**src/rtl/abcfr_pkg.sv**
```systemverilog
// ----------------------------------------------------------------------------
// Angle-bracket frame receiver package
// Shared constants and the parser-to-emitter request type.
// ----------------------------------------------------------------------------
package abcfr_pkg;

  localparam int LINE_MAX = 64;
  // Holds a frame length up to LINE_MAX-1 and addresses every line entry
  localparam int LEN_W    = $clog2(LINE_MAX);

  localparam logic [7:0] CH_OPEN  = 8'h3C;
  localparam logic [7:0] CH_CLOSE = 8'h3E;
  localparam logic [7:0] CH_CR    = 8'h0D;
  localparam logic [7:0] CH_LF    = 8'h0A;

  localparam logic [15:0] IDLE_TIMEOUT_RESET = 16'd100;

  localparam logic OP_BYTE = 1'b0;
  localparam logic OP_TICK = 1'b1;

  typedef struct packed {
    logic             start;
    logic [LEN_W-1:0] len;
  } emit_req_t;

endpackage

```
**src/rtl/abcfr_line_ram.sv**
```systemverilog
// ----------------------------------------------------------------------------
// Line buffer RAM
// One write port, one read port with registered read data.
// ----------------------------------------------------------------------------
module abcfr_line_ram #(
  parameter int DEPTH = 64,
  parameter int WIDTH = 8
) (
  input  logic                     clk,
  input  logic                     wr_en,
  input  logic [$clog2(DEPTH)-1:0] wr_addr,
  input  logic [WIDTH-1:0]         wr_data,
  input  logic                     rd_en,
  input  logic [$clog2(DEPTH)-1:0] rd_addr,
  output logic [WIDTH-1:0]         rd_data
);

  logic [WIDTH-1:0] mem [DEPTH];

  always_ff @(posedge clk) begin
    if (wr_en) begin
      mem[wr_addr] <= wr_data;
    end
  end

  always_ff @(posedge clk) begin
    if (rd_en) begin
      rd_data <= mem[rd_addr];
    end
  end

endmodule

```
**src/rtl/abcfr_parser.sv**
```systemverilog
// ----------------------------------------------------------------------------
// Frame parser
// Tracks the frame phase, length and idle time, writes frame bytes into the
// line buffer and requests readout on a line feed after '>'.
// ----------------------------------------------------------------------------
module abcfr_parser
  import abcfr_pkg::*;
(
  input  logic             clk,
  input  logic             rst,
  input  logic             in_valid,
  output logic             in_ready,
  input  logic             opcode,
  input  logic [7:0]       rx_byte,
  input  logic             cfg_we,
  input  logic [15:0]      cfg_data,
  input  logic             busy,
  output logic             wr_en,
  output logic [LEN_W-1:0] wr_addr,
  output logic [7:0]       wr_data,
  output emit_req_t        req
);

  localparam logic [1:0] PH_START  = 2'd0;
  localparam logic [1:0] PH_FRAME  = 2'd1;
  localparam logic [1:0] PH_WAITLF = 2'd2;

  localparam logic [LEN_W-1:0] LEN_LIMIT = LEN_W'(LINE_MAX - 1);

  logic [1:0]       phase, phase_next;
  logic [LEN_W-1:0] len, len_next;
  logic [15:0]      idle_count, idle_count_next;
  logic [15:0]      idle_timeout;
  logic [15:0]      idle_inc;
  logic             take;

  assign in_ready = !busy;
  assign take     = in_valid && in_ready;
  assign idle_inc = (idle_count == 16'hFFFF) ? idle_count : idle_count + 16'd1;

  always_comb begin
    phase_next      = phase;
    len_next        = len;
    idle_count_next = idle_count;
    wr_en           = 1'b0;
    wr_addr         = len;
    wr_data         = rx_byte;
    req.start       = 1'b0;
    req.len         = len;
    if (take && opcode == OP_TICK) begin
      idle_count_next = idle_inc;
      if (phase != PH_START && idle_inc >= idle_timeout) begin
        phase_next = PH_START;
        len_next   = '0;
      end
    end else if (take) begin
      idle_count_next = '0;
      if (rx_byte == CH_OPEN) begin
        // restart the frame in every phase
        wr_en      = 1'b1;
        wr_addr    = '0;
        wr_data    = CH_OPEN;
        len_next   = LEN_W'(1);
        phase_next = PH_FRAME;
      end else begin
        case (phase)
          PH_START: begin
          end
          PH_FRAME: begin
            if (rx_byte inside {CH_CR, CH_LF}) begin
              phase_next = PH_START;
              len_next   = '0;
            end else if (len < LEN_LIMIT) begin
              wr_en    = 1'b1;
              len_next = len + LEN_W'(1);
              if (rx_byte == CH_CLOSE) begin
                phase_next = PH_WAITLF;
              end
            end else begin
              phase_next = PH_START;
              len_next   = '0;
            end
          end
          PH_WAITLF: begin
            if (rx_byte == CH_LF) begin
              // frames at the length limit are dropped without output
              req.start  = (len < LEN_LIMIT) && (len != '0);
              phase_next = PH_START;
              len_next   = '0;
            end else if (rx_byte != CH_CR) begin
              phase_next = PH_START;
              len_next   = '0;
            end
          end
          default: begin
            phase_next = PH_START;
            len_next   = '0;
          end
        endcase
      end
    end
  end

  always_ff @(posedge clk) begin
    if (rst) begin
      phase        <= PH_START;
      len          <= '0;
      idle_count   <= '0;
      idle_timeout <= IDLE_TIMEOUT_RESET;
    end else begin
      phase      <= phase_next;
      len        <= len_next;
      idle_count <= idle_count_next;
      if (cfg_we) begin
        idle_timeout <= cfg_data;
      end
    end
  end

`ifndef NO_ASSERTIONS
  a_start_empty: assert property (@(posedge clk) disable iff (rst)
    (phase == PH_START) |-> (len == '0))
    else $error("parser idle with nonzero frame length");
  a_waitlf_len: assert property (@(posedge clk) disable iff (rst)
    (phase == PH_WAITLF) |-> (len >= LEN_W'(2)))
    else $error("closed frame shorter than two bytes");
  a_no_write_busy: assert property (@(posedge clk) disable iff (rst)
    wr_en |-> !busy)
    else $error("line buffer written during readout");
`endif

endmodule

```
**src/rtl/abcfr_emitter.sv**
```systemverilog
// ----------------------------------------------------------------------------
// Frame emitter
// Walks the line buffer through its registered read port and drives the
// output register, one frame byte per transfer.
// ----------------------------------------------------------------------------
module abcfr_emitter
  import abcfr_pkg::*;
(
  input  logic             clk,
  input  logic             rst,
  input  emit_req_t        req,
  output logic             busy,
  output logic             rd_en,
  output logic [LEN_W-1:0] rd_addr,
  input  logic [7:0]       rd_data,
  output logic             out_valid,
  input  logic             out_ready,
  output logic [7:0]       out_data,
  output logic             out_last
);

  logic             active;
  logic [LEN_W-1:0] idx;
  logic [LEN_W-1:0] len;
  logic             pend;
  logic             pend_last;
  logic             issue_last;

  assign busy       = active;
  // one read in flight; issue only when the output register will be free
  assign rd_en      = active && !pend && (!out_valid || out_ready);
  assign rd_addr    = idx;
  assign issue_last = (idx == len - LEN_W'(1));

  always_ff @(posedge clk) begin
    if (rst) begin
      active    <= 1'b0;
      pend      <= 1'b0;
      out_valid <= 1'b0;
    end else begin
      if (req.start) begin
        active <= 1'b1;
      end else if (rd_en && issue_last) begin
        active <= 1'b0;
      end
      pend <= rd_en;
      if (pend) begin
        out_valid <= 1'b1;
      end else if (out_ready) begin
        out_valid <= 1'b0;
      end
    end
  end

  always_ff @(posedge clk) begin
    if (req.start) begin
      idx <= '0;
      len <= req.len;
    end else if (rd_en) begin
      idx <= idx + LEN_W'(1);
    end
    if (rd_en) begin
      pend_last <= issue_last;
    end
    if (pend) begin
      out_data <= rd_data;
      out_last <= pend_last;
    end
  end

`ifndef NO_ASSERTIONS
  a_pend_free: assert property (@(posedge clk) disable iff (rst)
    pend |-> !out_valid)
    else $error("read data returned into a full output register");
  a_start_idle: assert property (@(posedge clk) disable iff (rst)
    req.start |-> !active)
    else $error("readout requested while a frame is still being read");
  a_idx_range: assert property (@(posedge clk) disable iff (rst)
    active |-> (idx < len))
    else $error("readout index beyond frame length");
`endif

endmodule

```
**src/rtl/angle_bracket_command_frame_receiver.sv**
```systemverilog
// ----------------------------------------------------------------------------
// Angle-bracket command frame receiver
// Collects "<...>" frames from a received byte stream into a line buffer and
// plays each completed frame back byte by byte.
// ----------------------------------------------------------------------------
// Each input transfer is a byte or a millisecond tick. When a line feed
// completes a frame, input is held off while the frame is read out of the
// line buffer, one byte at a time through the buffer's registered read port
// and the output register, which the sink may stall. Input resumes once the
// last read is issued, while the last byte may still sit in the output
// register. No clearing pass after reset. The idle timeout register is
// written through the cfg channel, which is always ready.
module angle_bracket_command_frame_receiver
  import abcfr_pkg::*;
(
  input  logic        clk,
  input  logic        rst,
  input  logic        s_axis_tvalid,
  output logic        s_axis_tready,
  input  logic [7:0]  s_axis_tdata,   // [7:0] rx_byte
  input  logic        s_axis_tuser,   // [0] opcode
  output logic        m_axis_tvalid,
  input  logic        m_axis_tready,
  output logic [7:0]  m_axis_tdata,   // [7:0] line_byte
  output logic        m_axis_tlast,
  input  logic        cfg_valid,
  output logic        cfg_ready,
  input  logic [15:0] cfg_data
);

  emit_req_t        req;
  logic             busy;
  logic             wr_en;
  logic [LEN_W-1:0] wr_addr;
  logic [7:0]       wr_data;
  logic             rd_en;
  logic [LEN_W-1:0] rd_addr;
  logic [7:0]       rd_data;

  assign cfg_ready = 1'b1;

  abcfr_parser u_parser (
    .clk      (clk),
    .rst      (rst),
    .in_valid (s_axis_tvalid),
    .in_ready (s_axis_tready),
    .opcode   (s_axis_tuser),
    .rx_byte  (s_axis_tdata),
    .cfg_we   (cfg_valid && cfg_ready),
    .cfg_data (cfg_data),
    .busy     (busy),
    .wr_en    (wr_en),
    .wr_addr  (wr_addr),
    .wr_data  (wr_data),
    .req      (req)
  );

  abcfr_line_ram #(
    .DEPTH (LINE_MAX),
    .WIDTH (8)
  ) u_line_ram (
    .clk     (clk),
    .wr_en   (wr_en),
    .wr_addr (wr_addr),
    .wr_data (wr_data),
    .rd_en   (rd_en),
    .rd_addr (rd_addr),
    .rd_data (rd_data)
  );

  abcfr_emitter u_emitter (
    .clk       (clk),
    .rst       (rst),
    .req       (req),
    .busy      (busy),
    .rd_en     (rd_en),
    .rd_addr   (rd_addr),
    .rd_data   (rd_data),
    .out_valid (m_axis_tvalid),
    .out_ready (m_axis_tready),
    .out_data  (m_axis_tdata),
    .out_last  (m_axis_tlast)
  );

endmodule

```
**config.mk**
```make
export PLATFORM = sky130hd
export DESIGN_NAME = angle_bracket_command_frame_receiver
export DESIGN_NICKNAME = d
export VERILOG_FILES = /design/src/rtl/abcfr_pkg.sv /design/src/rtl/abcfr_line_ram.sv /design/src/rtl/abcfr_parser.sv /design/src/rtl/abcfr_emitter.sv /design/src/rtl/angle_bracket_command_frame_receiver.sv
export SDC_FILE = /design/constraint.sdc
export NUM_CORES = 1
export LEC_CHECK = 0
export BUFFER_PORTS_ARGS = -buffer_cell sky130_fd_sc_hd__buf_2
export CAP_MARGIN = 20
export CORE_UTILIZATION = 35
export CTS_BUF_LIST = sky130_fd_sc_hd__clkbuf_2 sky130_fd_sc_hd__clkbuf_4 sky130_fd_sc_hd__clkbuf_8
export CTS_CLUSTER_SIZE = 25
export DETAILED_ROUTE_END_ITERATION = 10
export SYNTH_ARGS = -nofsm -noshare
export SYNTH_HDL_FRONTEND = slang
export SYNTH_SLANG_ARGS = --single-unit
export TNS_END_PERCENT = 5
```
**constraint.sdc**
```tcl
create_clock -name clk -period 3.3 [get_ports clk]
set_input_delay 0.165 -clock clk [delete_from_list [all_inputs] [get_ports clk]]
set_output_delay 0.165 -clock clk [all_outputs]
set_load 0.01 [all_outputs]
```
### Word-level counts from Yosys, hierarchy flattened

Memory sizes are Yosys's and may differ from the RTL's. A register that Yosys moved wholly into a read port is not among the register bits.
Cells that the tools add are included.

* RAM bits: 512
* bits of input ports: 30
* word-level logic and storage cells: 97
* bits in registers: 65
* output and inout bits: 12
* memories kept: 1

* muxes and demuxes: 45
* $add $sub $neg: 4
* reduce and logical (&&, ||, !) cells: 20
* equal/unequal tests: 13
* order comparisons: 2

Memory list
* u_line_ram.mem: words 64, bits a word 8, read ports 1, clocked after memory_dff 1, wr ports 1, line abcfr_line_ram.sv:18 `logic [WIDTH-1:0] mem [DEPTH];`

Operators by type and width (number)
* 6-bit 2-to-1 mux: 11
* 16-bit 2-to-1 mux: 3
* 8-bit 2-to-1 mux: 3
* 2-bit 2-to-1 mux: 9
* 6-bit one-hot mux with 3 select lines: 1
* 1-bit 2-to-1 mux: 17
* 16-bit by 1-bit adder with 16-bit output (second input constant): 1
* 16-bit equality test (second input constant): 1
* 8-bit by 4-bit equality test with 1-bit output (second input constant): 2
* 8-bit by 6-bit equality test with 1-bit output (second input constant): 2
* 16-bit greater-or-equal comparator: 1
* 6-bit by 1-bit adder with 6-bit output (second input constant): 2
* 2-bit nonzero test: 5
* 8-bit by 4-bit != test with 1-bit output (second input constant): 1
* 1-bit logical AND: 7
* 6-bit equality test: 1
* 6-bit < comparator (second input constant): 1
* 6-bit by 3-bit != test with 1-bit output (second input constant): 1
* 2-bit one-hot mux with 3 select lines: 1
* 6-bit nonzero test: 1
* 6-bit by 1-bit subtractor with 6-bit output (second input constant): 1
* 5-bit by 1-bit != test with 1-bit output (second input constant): 1
* 5-bit AND reduction: 1
* 4-bit AND reduction: 1
* 7 further kinds: 9

### Logic depth before layout (Yosys ltp)

* word-level depth: 9
* depth in mapped cells: 15
* gate-level depth less buffers: 13

### Hierarchy

A second synthesis with hierarchy kept.

* cell total of the unflattened synthesis: 1354
* area, all modules: 23892.9 µm²

Modules (own cells, without submodules)
* abcfr_line_ram: instances 1, seq. area each 15615.0 µm², cells each 940, area an instance 20246.9 µm²
* abcfr_parser: instances 1, seq. area each 800.8 µm², cells each 332, area an instance 2625.0 µm²
* abcfr_emitter: instances 1, seq. area each 660.6 µm², cells each 80, area an instance 1009.7 µm²
* angle_bracket_command_frame_receiver: instances 1, seq. area each 0.0 µm², cells each 2, area an instance 11.3 µm²

### Worst setup path before layout

OpenSTA, ideal clock, no wires.

* path type: reg2reg
* from: register u_parser.idle_count[2]
* to: register u_parser.phase[0]
* data required time: 3.184 ns
* period minus slack after synthesis: 3.030 ns
* path buffers: 3
* slack: 0.270 ns
* stages on the path, launching flop included: 16
* data arrival time: 2.914 ns
* library setup time: 0.116 ns
* cells stage by stage: dfxtp_1 -> buf_2 -> nand3_1 -> nor3_2 -> and3_1 -> clkbuf_1 -> nand3_1 -> mux2_2 -> ha_1 -> nand4_1 -> nor3_1 -> nand3b_1 -> a41oi_2 -> buf_2 -> a21oi_1 -> a41o_1

* longest elaborated chain between the ends: 6
* elaborated cells on any way between the ends: 7
* classes of those cells: add/sub (1); order compare (1); eq/ne (2); mux (1); reduce/logical (2)

Ends and longest elaborated chain
* start, declared: line abcfr_parser.sv:32 `logic [15:0] idle_count, idle_count_next;`
* start signal, assigned: line abcfr_parser.sv:113 `idle_count <= idle_count_next;`
* 16-bit by 1-bit adder with 16-bit output / 16-bit equality test (equally long branches): line abcfr_parser.sv:39 `assign idle_inc = (idle_count == 16'hFFFF) ? idle_count : idle_count + 16'd1;`
* 16-bit 2-to-1 mux *: line abcfr_parser.sv:39
* 16-bit greater-or-equal comparator *: line abcfr_parser.sv:52 `if (phase != PH_START && idle_inc >= idle_timeout) begin`
* 1-bit logical AND *: line abcfr_parser.sv:52
* 2-bit != test (no line) *
* 5-bit AND reduction (no line) *
* end signal, assigned: line abcfr_parser.sv:111 `phase <= phase_next;`
* end, declared: line abcfr_parser.sv:30 `logic [1:0] phase, phase_next;`

Every way passes the cells marked *; elsewhere a longest branch is shown, timed or not.
A chain may end at the register's enable or synchronous reset.

### Worst setup path after layout

* from: register u_parser.idle_count[1]
* to: register u_parser.phase[0]

Same word-level chain as after synthesis.

==> flow_summary.ini <==
[cells_and_area]
fin_cells = 2490
syn_to_final_growth_pct = 18.6
regArea_mm2 = 0.0171
antennaDiodeCount = 0
finish.utilization_pct = 42.3
final_area_mm2 = 0.0281
nFillCells = 5975
multi_input_area_mm2 = 0.00611
fin_nets = 1602
drive_gt1_share_pct = 28.8

[timing]
worst_pin_slew_ns = 1.10
rsz0062_at_grt = true
setup_viol = 0
final-hold-violation-count = 0
finalCritPeriodShare_pct = 95.0
finalClockSkew_ns = 0.0391
fin_ws_ns = 0.164
finalCriticalPeriod_ns = 3.14
hold_slack_ns = 0.0614
relSlewSlack_pct = 26.3
drv_slew = 0
max_freq_mhz = 319
setup-tns-final_ns = 0

[outcome]
status = completed

[synth]
synth.avg_cell_area_um2 = 17.8
synth_edf_count = 536
syn-cell-area_mm2 = 0.0237
yosysMostFrequentCell = edfxtp_1
synthDominantCellAreaShare_pct = 68.0
synth_top_area_cell = edfxtp_1
ys_top_cells_by_area = edfxtp_1 (68%), mux4_2 (12%), dfxtp_1 (4.1%)
synth_seq_cells = 585
yosys_most_used_dff = edfxtp_1
ys.warnings.count = 0
syn_inst = 1326
synthTopCellsByCount = edfxtp_1 (536), mux4_2 (128), nor2_1 (113)
synth_cell_type_count = 74
postSynth.asyncResetShare_pct = 0
yosysSeqAreaShare_pct = 72.2
synth_nets = 1377

[detailed_routing]
drt_iter0_drc = 1183
ant_nets = 0
dr.pass1.iters = 5
num_vias = 13100
via_per_inst = 5.25
wl_per_cell_um = 22.1
drt_wl_total_mm = 55.1
drc = 0

[setup_path]
worstPathRequired_ns = 3.85
cp.depth = 15
timing.rr.end = u_parser.phase[0]
crit_path_start = u_parser.idle_count[1]
startpoint_type = flip-flop
r2r_cells = 15
r2r_slack_ns = 0.16
crit_family = simple AND/OR/NAND/NOR gates
cpMaxStageDelayCell = dfxtp_1
reg2reg_from = u_parser.idle_count[1]
path_class = flip-flop to flip-flop
worstPathArrival_ns = 3.69
worstSetupEndpointType = flip-flop
slowest_delay_ns = 0.40
critPathCapture = u_parser.phase[0]
critPathBufInv = 2
crit_fanout = 12
path_cells = ha_2 -> nand3_2 -> nor4_4 -> buf_4 -> a21bo_2 -> nor2_1 -> xor2_1 -> ha_1 -> nand2_1 -> nor3_2 -> nand3b_1 -> a41oi_2 -> buf_6 -> a21oi_1 -> a41o_1

[place]
place_hpwl_mm = 34.3
place_congestion = 0.835
io_buffers = 40
placed_cells = 2261
place_ws_ns = -0.138
dpl-instance-area_mm2 = 0.0256

[run]
drv_cap = 0

[cts]
cts_tree = built
clk_latency_ns = 0.70
cts.sinks = 585
clkTransAtPathRegs_ns = 0.06
cts_htree_levels = 3
numCtsBuffers = 97
cts_root_buffer = clkbuf_8
cts_buffer_depth = 3

[global_route]
antenna_found_initial = 1
grt_pass1_vias = 13400
grt_start_max_net_pins = 67
gr-total-overflow = 0
grt_pass1_wl_mm = 83.3
grt.total_usage_pct = 16.4

[die]
die_x_um = 262
start_util_pct = 35.7
pin_count = 42
chipHeight_um = 262
fp-row-count = 94
core-area_mm2 = 0.0663
dieArea_mm2 = 0.0686

[pwr]
p_leak_nw = 9.36
ir_drop_v = 0.000348
internal-power_mw = 12.4
power_switching_mw = 3.77
pwr-share-seq_pct = 50.6
cellPowerDensity_mw_per_mm2 = 575
swShare_pct = 23.4
clkPwrFrac_pct = 38.9
power_mw = 16.1
combPwrFrac_pct = 10.5

[worst_hold_path]
hold_start = s_axis_tdata[7]
hold_class = input pin to flip-flop
-- cells in the final DEF, fill, tap and decap left out, types with 5 or more instances in the layout --
master | synthesis | layout
edfxtp_1 | 536 | 536
nor4_1 | 5 | 5
ha_1 | 21 | 20
o21ai_1 | 5 | 5
dfxtp_1 | 49 | 46
nand3_1 | 28 | 27
o21ai_0 | 10 | 10
dlygate4sd3_1 | 0 | 54
nor3_1 | 11 | 9
buf_4 | 5 | 107
a22o_1 | 16 | 16
nand2b_1 | 11 | 11
inv_1 | 29 | 29
buf_12 | 0 | 10
a21oi_1 | 31 | 31
clkinv_1 | 1 | 21
and3_1 | 6 | 6
xnor2_1 | 10 | 9
mux4_2 | 128 | 128
clkbuf_8 | 0 | 104
nor2_1 | 113 | 112
a31oi_1 | 5 | 5
o221ai_1 | 8 | 8
clkbuf_4 | 0 | 31
a22oi_1 | 42 | 42
buf_2 | 17 | 40
clkinv_2 | 0 | 11
nand4_1 | 6 | 6
o21a_1 | 5 | 5
xor2_1 | 12 | 12
or3_1 | 10 | 10
mux2i_1 | 14 | 14
a221oi_1 | 18 | 18
nand2_1 | 49 | 49
-- sequential cells by signal, summed over array words and instances, names as in the netlist --
name	flops
u_line_ram.mem	512
u_parser.idle_count	16
u_parser.idle_timeout	16
u_emitter.out_data	8
u_line_ram.rd_data	8
u_emitter.len	6
u_emitter.rd_addr	6
u_parser.len	6
u_parser.phase	2
u_emitter.busy	1
u_emitter.out_last	1
u_emitter.out_valid	1
u_emitter.pend	1
u_emitter.pend_last	1
-- power by group through the flow --
stage,sequential [mW],clock (mW),combinational [mW]
global route,8.16,6.73,1.82
CTS,8.16,6.43,1.71
detailed placement,8.31,0,1.65
finish,8.16,6.28,1.70
global placement,8.31,0,1.64
floorplan,8.27,0,1.14
-- repair_timing --
item                                   CTS  global route
hold buffers                            54             0
pin swaps                                1             1
gates resized for setup                  1             9
buffers inserted                         0             1
gates cloned                             0             0
endpoints found under the hold margin   33             0
setup endpoints to repair                7             8
-- area by class of cell --
class / count / share of cell area, %
clock buffer: 135 / 5.93
clock inverter: 39 / 0.887
inverter: 30 / 0.401
multi-input combinational: 625 / 21.8
sequential: 585 / 60.9
tap: 864 / 3.85
timing repair buffer: 212 / 6.26
-- how the worst min path moves through the flow --
stage                                          end  slack, ns  depth (start not counted)
after floorplan           u_parser.idle_timeout[2]       0.30                          2
after global placement    u_parser.idle_timeout[6]       0.39                          3
after detailed placement  u_parser.idle_timeout[6]       0.39                          3
after CTS                    u_line_ram.mem[32][7]       0.01                          2
after global routing         u_line_ram.mem[32][7]       0.04                          2
final                        u_line_ram.mem[32][7]       0.06                          2
-- cells by family after synthesis --
logic type | share of synthesized area, %
and+or+nand+nor | 5.48
buffers and inverters | 2.21
other | 0.0159
DFF | 72.2
AOI/OAI and AO/OA | 5.31
adders and majority gates | 1.11
muxes | 12.9
xor gates and xnor gates | 0.814
-- layer usage --
layer  global-route usage (%)  routed length (um)  vias to the layer above  part of all wire (%)
met5                        0                  12                        -                 0.022
met4                     5.80                1290                        2                   2.3
met3                     3.44                3380                       87                   6.1
met2                     25.1               25400                      430                    46
met1                     23.1               25100                     6753                    45
li1                         -                   -                     5809                     -
Power figures use the tool's default switching activity.
